File: config.mk
export PLATFORM = sky130hd
export DESIGN_NAME = lane_nearest_vehicle_selector
export DESIGN_NICKNAME = d
export VERILOG_FILES = /design/src/rtl/core/lnvs_pkg.sv /design/src/rtl/core/lane_nearest_vehicle_selector.sv
export SDC_FILE = /design/constraint.sdc
export NUM_CORES = 2
export LEC_CHECK = 0
export BUFFER_PORTS_ARGS = -buffer_cell sky130_fd_sc_hd__buf_2
export CAP_MARGIN = 20
export CORE_ASPECT_RATIO = 0.7
export CORE_UTILIZATION = 55
export CTS_BUF_LIST = sky130_fd_sc_hd__clkbuf_4
export CTS_CLUSTER_DIAMETER = 30
export CTS_CLUSTER_SIZE = 28
export DETAILED_ROUTE_END_ITERATION = 12
export PLACE_DENSITY = 0.81
export SLEW_MARGIN = 20
export SYNTH_ARGS = -nofsm -noshare
export SYNTH_HDL_FRONTEND = slang
export SYNTH_SLANG_ARGS = --single-unit
File: constraint.sdc
create_clock -name clk -period 15.65 [get_ports clk]
set_clock_uncertainty 0.15 [all_clocks]
set_input_delay 2.3475 -clock clk [delete_from_list [all_inputs] [get_ports clk]]
set_output_delay 2.3475 -clock clk [all_outputs]
set_load 0.05 [all_outputs]
File: src/rtl/core/lnvs_pkg.sv
// Package with the state type and fixed constants of the lane nearest vehicle selector.
`timescale 1ns / 1ps
`default_nettype none

package lnvs_pkg;

    typedef enum logic [3:0] {
        ST_IDLE,
        ST_SQX,
        ST_SQY,
        ST_SQRT,
        ST_MTIME,
        ST_DLO,
        ST_DHI,
        ST_JUDGE,
        ST_EMIT
    } state_t;

    localparam int unsigned NSLOT = 5;

    localparam logic [2:0] SLOT_OWN_AHEAD    = 3'd0;
    localparam logic [2:0] SLOT_LEFT_AHEAD   = 3'd1;
    localparam logic [2:0] SLOT_LEFT_BEHIND  = 3'd2;
    localparam logic [2:0] SLOT_RIGHT_AHEAD  = 3'd3;
    localparam logic [2:0] SLOT_RIGHT_BEHIND = 3'd4;

    localparam logic [1:0] CFG_EGO_LANE      = 2'd0;
    localparam logic [1:0] CFG_EGO_FUTURE_S  = 2'd1;
    localparam logic [1:0] CFG_HORIZON_TICKS = 2'd2;

    localparam logic [1:0]  LANE_RIGHTMOST = 2'd2;
    localparam logic [15:0] GAP_LIMIT      = 16'd64000;

    // ceil(2^28 / 25) split into 12-bit halves; divides by 25 after a shift by 3
    localparam logic [15:0] RECIP_HI = 16'h0A3D;
    localparam logic [15:0] RECIP_LO = 16'h070B;

    localparam logic [3:0] SQRT_STEPS_M1 = 4'd15;

endpackage

`default_nettype wire

File: src/rtl/core/lane_nearest_vehicle_selector.sv
// Top level: per-lane nearest vehicle selector with a shared multiplier and iterative square root.
// Each car passes the squares, the square root, the time product and the divide, then ST_JUDGE.
// Busy stays high meanwhile, so a new car is taken only in ST_IDLE; a car carrying last_car first
// emits all five slot results. The 16-step square root loop and five multiplier passes do the work.
// Results come one per cycle with result_valid; the receiver cannot stall them.
// Reset clears all slots and loads ego_lane 1, ego_future_s 0, horizon_ticks 50.
`timescale 1ns / 1ps
`default_nettype none

module lane_nearest_vehicle_selector (
    input  wire logic               clk,
    input  wire logic               rst_n,
    input  wire logic               start,
    output logic                    busy,
    input  wire logic [9:0]         lateral_d,
    input  wire logic [19:0]        position_s,
    input  wire logic signed [15:0] vel_x,
    input  wire logic signed [15:0] vel_y,
    input  wire logic               last_car,
    input  wire logic               cfg_valid,
    output logic                    cfg_ready,
    input  wire logic [1:0]         cfg_index,
    input  wire logic [20:0]        cfg_data,
    output logic                    result_valid,
    output logic [2:0]              slot,
    output logic                    found,
    output logic [15:0]             gap,
    output logic [15:0]             speed,
    output logic                    last_slot
);

    lnvs_pkg::state_t state_reg, state_next;

    logic [1:0]  ego_lane_reg;
    logic [20:0] ego_future_s_reg;
    logic [9:0]  horizon_ticks_reg;

    logic [3:0]  cnt_reg, cnt_next;
    logic [2:0]  slot_idx_reg, slot_idx_next;
    logic [4:0]  slot_found_reg, slot_found_next;

    logic [47:0] acc_reg, acc_next;
    logic [31:0] root_reg, root_next;
    logic [22:0] y_reg, y_next;
    logic [9:0]  d_reg, d_next;
    logic [19:0] s_reg, s_next;
    logic [15:0] ax_reg, ax_next;
    logic [15:0] ay_reg, ay_next;
    logic        last_reg, last_next;
    logic [15:0] best_gap_reg [lnvs_pkg::NSLOT];
    logic [15:0] best_gap_next [lnvs_pkg::NSLOT];
    logic [15:0] best_speed_reg [lnvs_pkg::NSLOT];
    logic [15:0] best_speed_next [lnvs_pkg::NSLOT];

    logic [23:0] mul_a;
    logic [15:0] mul_b;
    logic [39:0] mul_p;

    logic [31:0] sq_bit;
    logic [31:0] sq_trial;
    logic [20:0] fut;
    logic [20:0] gap_ahead;
    logic [20:0] gap_behind;
    logic        is_ahead;
    logic        is_behind;
    logic        in_own;
    logic        in_left;
    logic        in_right;
    logic [1:0]  left_lane;
    logic [1:0]  right_lane;
    logic        tgt_valid;
    logic [2:0]  tgt_slot;
    logic [20:0] tgt_gap;
    logic [15:0] cur_best;

    assign cfg_ready = 1'b1;
    assign busy      = (state_reg != lnvs_pkg::ST_IDLE);

    assign mul_p    = mul_a * mul_b;
    assign sq_bit   = 32'd1 << {cnt_reg, 1'b0};
    assign sq_trial = root_reg + sq_bit;

    assign fut        = {1'b0, s_reg} + {1'b0, acc_reg[47:28]};
    assign is_ahead   = fut > ego_future_s_reg;
    assign is_behind  = fut < ego_future_s_reg;
    assign gap_ahead  = fut - ego_future_s_reg;
    assign gap_behind = ego_future_s_reg - fut;
    assign left_lane  = ego_lane_reg - 2'd1;
    assign right_lane = ego_lane_reg + 2'd1;
    assign in_own     = (d_reg[9:8] == ego_lane_reg) && (d_reg[7:0] != 8'd0);
    assign in_left    = (ego_lane_reg != 2'd0) && (d_reg[9:8] == left_lane)
                        && (d_reg[7:0] != 8'd0);
    assign in_right   = (ego_lane_reg < lnvs_pkg::LANE_RIGHTMOST)
                        && (d_reg[9:8] == right_lane) && (d_reg[7:0] != 8'd0);

    always_comb
    begin
        tgt_valid = 1'b1;
        tgt_slot  = lnvs_pkg::SLOT_OWN_AHEAD;
        tgt_gap   = gap_ahead;
        priority if (in_own && is_ahead)
        begin
            tgt_slot = lnvs_pkg::SLOT_OWN_AHEAD;
        end
        else if (in_left && is_ahead)
        begin
            tgt_slot = lnvs_pkg::SLOT_LEFT_AHEAD;
        end
        else if (in_left && is_behind)
        begin
            tgt_slot = lnvs_pkg::SLOT_LEFT_BEHIND;
            tgt_gap  = gap_behind;
        end
        else if (in_right && is_ahead)
        begin
            tgt_slot = lnvs_pkg::SLOT_RIGHT_AHEAD;
        end
        else if (in_right && is_behind)
        begin
            tgt_slot = lnvs_pkg::SLOT_RIGHT_BEHIND;
            tgt_gap  = gap_behind;
        end
        else
        begin
            tgt_valid = 1'b0;
        end
    end

    assign cur_best = slot_found_reg[tgt_slot] ? best_gap_reg[tgt_slot] : lnvs_pkg::GAP_LIMIT;

    always_comb
    begin
        state_next      = state_reg;
        cnt_next        = cnt_reg;
        slot_idx_next   = slot_idx_reg;
        slot_found_next = slot_found_reg;
        acc_next        = acc_reg;
        root_next       = root_reg;
        y_next          = y_reg;
        d_next          = d_reg;
        s_next          = s_reg;
        ax_next         = ax_reg;
        ay_next         = ay_reg;
        last_next       = last_reg;
        best_gap_next   = best_gap_reg;
        best_speed_next = best_speed_reg;
        mul_a           = {8'd0, ax_reg};
        mul_b           = ax_reg;
        result_valid    = 1'b0;
        slot            = slot_idx_reg;
        found           = 1'b0;
        gap             = 16'd0;
        speed           = 16'd0;
        last_slot       = 1'b0;

        unique case (state_reg)
            lnvs_pkg::ST_IDLE:
            begin
                if (start)
                begin
                    d_next     = lateral_d;
                    s_next     = position_s;
                    ax_next    = vel_x[15] ? 16'(-vel_x) : vel_x;
                    ay_next    = vel_y[15] ? 16'(-vel_y) : vel_y;
                    last_next  = last_car;
                    state_next = lnvs_pkg::ST_SQX;
                end
            end
            lnvs_pkg::ST_SQX:
            begin
                acc_next   = {8'd0, mul_p};
                state_next = lnvs_pkg::ST_SQY;
            end
            lnvs_pkg::ST_SQY:
            begin
                mul_a      = {8'd0, ay_reg};
                mul_b      = ay_reg;
                acc_next   = acc_reg + {8'd0, mul_p};
                root_next  = 32'd0;
                cnt_next   = lnvs_pkg::SQRT_STEPS_M1;
                state_next = lnvs_pkg::ST_SQRT;
            end
            lnvs_pkg::ST_SQRT:
            begin
                if (acc_reg[31:0] >= sq_trial)
                begin
                    acc_next  = {16'd0, acc_reg[31:0] - sq_trial};
                    root_next = (root_reg >> 1) + sq_bit;
                end
                else
                begin
                    root_next = root_reg >> 1;
                end
                if (cnt_reg == 4'd0)
                begin
                    state_next = lnvs_pkg::ST_MTIME;
                end
                else
                begin
                    cnt_next = cnt_reg - 4'd1;
                end
            end
            lnvs_pkg::ST_MTIME:
            begin
                mul_a      = {8'd0, root_reg[15:0]};
                mul_b      = {6'd0, horizon_ticks_reg};
                y_next     = mul_p[25:3];
                state_next = lnvs_pkg::ST_DLO;
            end
            lnvs_pkg::ST_DLO:
            begin
                mul_a      = {1'b0, y_reg};
                mul_b      = lnvs_pkg::RECIP_LO;
                acc_next   = {8'd0, mul_p};
                state_next = lnvs_pkg::ST_DHI;
            end
            lnvs_pkg::ST_DHI:
            begin
                mul_a      = {1'b0, y_reg};
                mul_b      = lnvs_pkg::RECIP_HI;
                acc_next   = acc_reg + {mul_p[35:0], 12'd0};
                state_next = lnvs_pkg::ST_JUDGE;
            end
            lnvs_pkg::ST_JUDGE:
            begin
                if (tgt_valid && (tgt_gap < {5'd0, cur_best}))
                begin
                    best_gap_next[tgt_slot]   = tgt_gap[15:0];
                    best_speed_next[tgt_slot] = root_reg[15:0];
                    slot_found_next[tgt_slot] = 1'b1;
                end
                slot_idx_next = lnvs_pkg::SLOT_OWN_AHEAD;
                state_next    = last_reg ? lnvs_pkg::ST_EMIT : lnvs_pkg::ST_IDLE;
            end
            lnvs_pkg::ST_EMIT:
            begin
                result_valid = 1'b1;
                found        = slot_found_reg[slot_idx_reg];
                gap          = found ? best_gap_reg[slot_idx_reg] : 16'd0;
                speed        = found ? best_speed_reg[slot_idx_reg] : 16'd0;
                last_slot    = (slot_idx_reg == lnvs_pkg::SLOT_RIGHT_BEHIND);
                if (last_slot)
                begin
                    slot_found_next = 5'd0;
                    state_next      = lnvs_pkg::ST_IDLE;
                end
                else
                begin
                    slot_idx_next = slot_idx_reg + 3'd1;
                end
            end
            default:
            begin
                state_next = lnvs_pkg::ST_IDLE;
            end
        endcase
    end

    always_ff @(posedge clk or negedge rst_n)
    begin
        if (!rst_n)
        begin
            state_reg      <= lnvs_pkg::ST_IDLE;
            cnt_reg        <= 4'd0;
            slot_idx_reg   <= 3'd0;
            slot_found_reg <= 5'd0;
        end
        else
        begin
            state_reg      <= state_next;
            cnt_reg        <= cnt_next;
            slot_idx_reg   <= slot_idx_next;
            slot_found_reg <= slot_found_next;
        end
    end

    always_ff @(posedge clk or negedge rst_n)
    begin
        if (!rst_n)
        begin
            ego_lane_reg      <= 2'd1;
            ego_future_s_reg  <= 21'd0;
            horizon_ticks_reg <= 10'd50;
        end
        else if (cfg_valid && cfg_ready)
        begin
            unique case (cfg_index)
                lnvs_pkg::CFG_EGO_LANE:      ego_lane_reg      <= cfg_data[1:0];
                lnvs_pkg::CFG_EGO_FUTURE_S:  ego_future_s_reg  <= cfg_data;
                lnvs_pkg::CFG_HORIZON_TICKS: horizon_ticks_reg <= cfg_data[9:0];
                default:
                begin
                end
            endcase
        end
    end

    always_ff @(posedge clk)
    begin
        acc_reg        <= acc_next;
        root_reg       <= root_next;
        y_reg          <= y_next;
        d_reg          <= d_next;
        s_reg          <= s_next;
        ax_reg         <= ax_next;
        ay_reg         <= ay_next;
        last_reg       <= last_next;
        best_gap_reg   <= best_gap_next;
        best_speed_reg <= best_speed_next;
    end

    assert property (@(posedge clk) disable iff (!rst_n)
        result_valid |-> busy)
        else $error("result strobe outside a busy period");

    assert property (@(posedge clk) disable iff (!rst_n)
        result_valid && !last_slot |=> result_valid && (slot == $past(slot) + 3'd1))
        else $error("result sequence broken");

    assert property (@(posedge clk) disable iff (!rst_n)
        result_valid && last_slot |=> !busy && (slot_found_reg == 5'd0))
        else $error("slots not cleared after frame");

    assert property (@(posedge clk) disable iff (!rst_n)
        result_valid && found |-> (gap != 16'd0) && (gap < lnvs_pkg::GAP_LIMIT))
        else $error("found slot with gap out of range");

    assert property (@(posedge clk) disable iff (!rst_n)
        start && !busy |=> busy && !result_valid)
        else $error("transfer not followed by busy");

endmodule

`default_nettype wire
Word-level counts from Yosys, hierarchy flattened --
Index checks and enable logic that the tools add are counted.
Cells by class: reductions and logical operators 34, shifts and indexed selects 1, add/sub/neg operators 14, equal/unequal tests 21, multiply operators 1, mux-type cells 62, magnitude comparators 11, bitwise operators 3
Operators by type and width (count):
- 2-to-1 mux 16 bit | 12
- one-hot mux 48 bit (4 select lines) | 1
- bitwise mux 80 bit | 2
- binary-select mux 16 bit (select 3 bit) | 3
- 2-to-1 mux 21 bit | 5
- one-hot mux 23 bit (3 select lines) | 1
- one-hot mux 16 bit (4 select lines) | 1
- one-hot mux 32 bit (2 select lines) | 1
- adder 48 x 40 -> 48 bit | 1
- adder 48 bit | 1
- demux 16 bit (select 3 bit) | 1
- 2-to-1 mux 48 bit | 1
- subtractor 21 bit | 2
- multiplier 24 x 16 -> 40 bit | 1
- one-hot mux 4 bit (9 select lines) | 1
- adder 31 x 32 -> 32 bit | 1
- adder 32 bit | 1
- >= comparator 32 bit | 1
- 2-to-1 mux 32 bit | 1
- negator 16 bit | 2
- left shift 1 x 5 -> 32 bit (first input constant) | 1
- subtractor 32 bit | 1
- 2-to-1 mux 15 bit | 2
- adder 20 x 20 -> 21 bit | 1
- 41 further kinds | 102
Word-level totals: input port bits 90, flip-flop bits (word level) 375, logic and storage cells 174

Logic depth before layout (Yosys ltp) --
word-level depth 19, mapped depth 43

Worst setup path before layout --
Ideal clock, no wire load.
path kind reg2reg, start point reg state_reg[2], end point reg acc_reg[43] (data pin), cell stages (with the launch flop) 42, setup time 0.271 ns, setup slack 5.241 ns, period minus slack after synthesis 10.409 ns, data arrival time 9.988 ns, required time 15.229 ns, buffers on the path 4, path through dfrtp_1 -> clkbuf_1 -> nand2b_1 -> nor3_1 -> clkbuf_1 -> a22oi_1 -> nand2_1 -> clkbuf_1 -> nand2_1 -> fa_1 -> inv_1 -> fa_1 -> inv_1 -> fa_1 -> inv_1 -> fa_1 -> fa_1 -> inv_1 -> [6 not listed] -> a21o_1 -> a21oi_1 -> a31oi_1 -> o41a_1 -> a21oi_1 -> xnor2_1 -> ha_1 -> o21a_1 -> o21ai_0 -> nand2b_1 -> nand4_1 -> nor3_1 -> a21oi_1 -> a221o_1 -> o2111a_1 -> nor3b_1 -> xnor2_1 -> o22ai_1
On the way: longest elaborated chain between the ends 6, elaborated cells on any way between the ends 14, those cells by class 2 x add/sub; 1 x mul; 6 x eq/ne; 3 x mux; 2 x reduce/logical
Ends and longest elaborated chain:
- start, declared | RTL line lane_nearest_vehicle_selector.sv:32 | lnvs_pkg::state_t state_reg, state_next;
- start signal, assigned | RTL line lane_nearest_vehicle_selector.sv:263 | state_reg <= lnvs_pkg::ST_IDLE;
- start signal, assigned | RTL line lane_nearest_vehicle_selector.sv:270 | state_reg <= state_next;
- equality test 4 x 3 -> 1 bit | RTL line lane_nearest_vehicle_selector.sv:156 | unique case (state_reg)
- OR reduction 2 bit (no source line)
- one-hot mux 23 bit (3 select lines) | RTL line lane_nearest_vehicle_selector.sv:156
- multiplier 24 x 16 -> 40 bit | RTL line lane_nearest_vehicle_selector.sv:79 | assign mul_p = mul_a * mul_b;
- adder 48 bit or adder 48 x 40 -> 48 bit (tied branches) | RTL line lane_nearest_vehicle_selector.sv:221, lane_nearest_vehicle_selector.sv:178
- one-hot mux 48 bit (4 select lines) (*) | RTL line lane_nearest_vehicle_selector.sv:156
- named net acc_next[43] | RTL line lane_nearest_vehicle_selector.sv:42 | logic [47:0] acc_reg, acc_next;
- end signal, assigned | RTL line lane_nearest_vehicle_selector.sv:300 | acc_reg <= acc_next;
- end, declared | RTL line lane_nearest_vehicle_selector.sv:42
Mark *: on every way through the listed nets, which the timed path passes. The rest lies on a longest branch. A chain may end at the register's enable or synchronous reset.

Worst setup path in the final report --
start point reg state_reg[0], end point reg acc_reg[47] (data pin)
The elaborated chain is that of the path after synthesis.

==> metrics.txt <==
Clock Path Buffers 3; sequential fraction of the synthesis area 28.75%; Num CTS Buffers 70; slew margin rel. 22.96%; Period minus WS final 12.34 ns; count leader, synth inv_1; nets@finish 4863; Chip Width 317.6 um; hold depth 2; Placer Congestion 1.055; average instance area after synthesis 9.678 um2; Post-synth EDFFs 326; DP Wirelength 88.66 mm; Synthesis Warnings 0; Crit-path slowest cell a22oi_1; gr ovfl total 0; Cells after Synth 3961; Req. time, crit path 16.10 ns; critical path launch point type flip-flop; first-pass GRT wire length 173.6 mm; vias 31710; clk root buf clkbuf_4; post-CTS sizing 0; io pins 130; CP Depth 37; Top FF cell, synth edfxtp_1; cell family with most CP delay compound AO/OA/AOI/OAI gates; CP Capture Type flip-flop; RSZ-0062 raised after global routing no; Unique masters post-synth 99; Synth area leader edfxtp_1; starting density of the core 55.91%; Post-Syn Area 0.03834 mm2; core footprint 0.06857 mm2; wire per inst 22.18 um; final setup fails 0; worst-path maximum fanout 13; most frequent CP cell fa_1; Worst Path Class, Setup reg2reg; die height 222.9 um; Pins Over Slew Limit 0; Reg2Reg Depth 37; top cells by area, synth edfxtp_1 26%, fa_1 16%, ha_1 11%; all-layer global routing usage 31.66%; largest net degree at the start of global routing 58; Hold Path Class reg2reg; CP arrival 12.79 ns; crit-path max cell delay 0.83 ns; # clock sinks 375; antenna viol nets, final 0; share of cells above drive strength 1 10.85%; final hold vios 0; standard-cell row count 80; Buffers on Ports 128; status finished clean; Area Overhead vs Synth 7.820%; setup TNS 0 ns; Synth top cells by count 467 x inv_1, 383 x nand2_1, 344 x ha_1; setup bufs post-CTS 0; DRT Wirelength 112.8 mm; vias in the first global route 30030; share of the synthesized area in the top cell type 25.54%; Worst-Skew Late Latency 0.88 ns; max frequency 0.08103 GHz; Synth async-reset ratio 13.07%; CTS clk-pin slew, worst paths 0.11 ns; Crit path buffers/inverters 6; Hold Buf Count CTS 0; # H-tree levels 3; antenna violations before repair 2; die area 0.07078 mm2; Worst Max-Slew Pin Slew 1.148 ns; DRT iter0 DRCs 4091; CTS tree done; final cycle utilization of the critical path 78.86%; Synth Register Bits 375; # DRC 0; routed vias/inst 6.232; Max Cap Viol 0; DR pass1 iterations 8
==> stage by stage <==
stage	worst slack, ns	hold WS, ns	cells	instance area [um2]	util (%)
after floorplan	5.241	0.2729	4003	38490	-
after global placement	3.293	0.3411	4954	40180	58.60
after detailed placement	3.275	0.3455	4954	40190	58.61
after CTS	3.263	0.3665	5080	41220	60.11
after global routing	2.785	0.3901	5088	41330	60.28
final	3.309	0.3688	5088	41330	60.28
==> logic make-up after synthesis <==
kind of cell / after synthesis / synth area share [%]
AO/OA/AOI/OAI: 926 / 16.49
adder cells (fa/ha/maj): 643 / 26.84
XOR/XNOR: 252 / 5.793
AND/OR/NAND/NOR: 1100 / 13.07
buffers and inverters: 588 / 5.888
multiplexers: 75 / 3.146
other: 2 / 0.01959
flip-flops: 375 / 28.75
==> worst reg2reg max path, delay by kind of cell, from the launching register on <==
family	cells	cell delay, ns
AO/OA/AOI/OAI	11	4.35
XOR/XNOR	2	0.42
adder cells (fa/ha/maj)	8	3.82
buffers and inverters	6	0.96
flip-flops	1	0.55
AND/OR/NAND/NOR	10	1.85
==> area by class of cell <==
type	instances	area, um2
Antenna cell	2	5.005
Clock buffer	81	608.1
Clock inverter	45	422.9
Fill cell	5719	27230
Inverter	469	1760
Multi-Input combinational cell	3040	25340
Sequential cell	375	11020
Tap cell	902	1129
Timing Repair Buffer	174	1046
==> final timing paths <==
path | start | to | slack [ns]
max | state_reg[0] | acc_reg[47] | 3.31
min | slot_found_reg[1] | slot_found_reg[1] | 0.37
max reg2reg | state_reg[0] | acc_reg[47] | 3.31
min reg2reg | slot_found_reg[1] | slot_found_reg[1] | 0.37
max in group asynchronous | rst_n | slot[1] | 13.24
min in group asynchronous | rst_n | ego_future_s_reg[11] | 1.45
==> layout by cell type (no fill, tap or decap), drive strengths merged, types with 15 or more instances in the layout <==
master | Yosys | layout
conb | 2 | 44
clkinv | 2 | 24
a21o | 102 | 102
fa | 299 | 299
o31ai | 29 | 29
a221o | 15 | 15
mux4 | 33 | 33
mux2 | 34 | 34
a221oi | 17 | 17
nand2b | 35 | 35
o21ai | 168 | 168
o211ai | 18 | 18
a31oi | 44 | 44
clkbuf | 94 | 82
dfrtp | 45 | 45
or2 | 18 | 18
o21a | 31 | 31
nand4 | 24 | 24
o22ai | 45 | 45
a22oi | 60 | 60
nand2 | 384 | 384
nor3 | 50 | 50
or3 | 28 | 28
a21oi | 204 | 204
and2 | 32 | 32
and3 | 44 | 44
inv | 467 | 482
edfxtp | 326 | 326
a211oi | 40 | 40
ha | 344 | 344
o21bai | 40 | 40
nor2b | 35 | 35
buf | 25 | 173
xnor2 | 147 | 147
nand3 | 61 | 61
xor2 | 104 | 104
nor2 | 340 | 340
==> layer usage <==
| layer | wire, um | GRT usage [%] | vias to the layer above |
|---|---|---|---|
| li1 | - | - | 14290 |
| met1 | 48850 | 47.52 | 15300 |
| met2 | 45910 | 44.04 | 1889 |
| met3 | 15060 | 9.686 | 225 |
| met4 | 3022 | 8.299 | 0 |
| met5 | 0 | 0 | - |
Power is not shown: default switching activity piles up to over one toggle a cycle in this logic, so the estimate is an artifact.
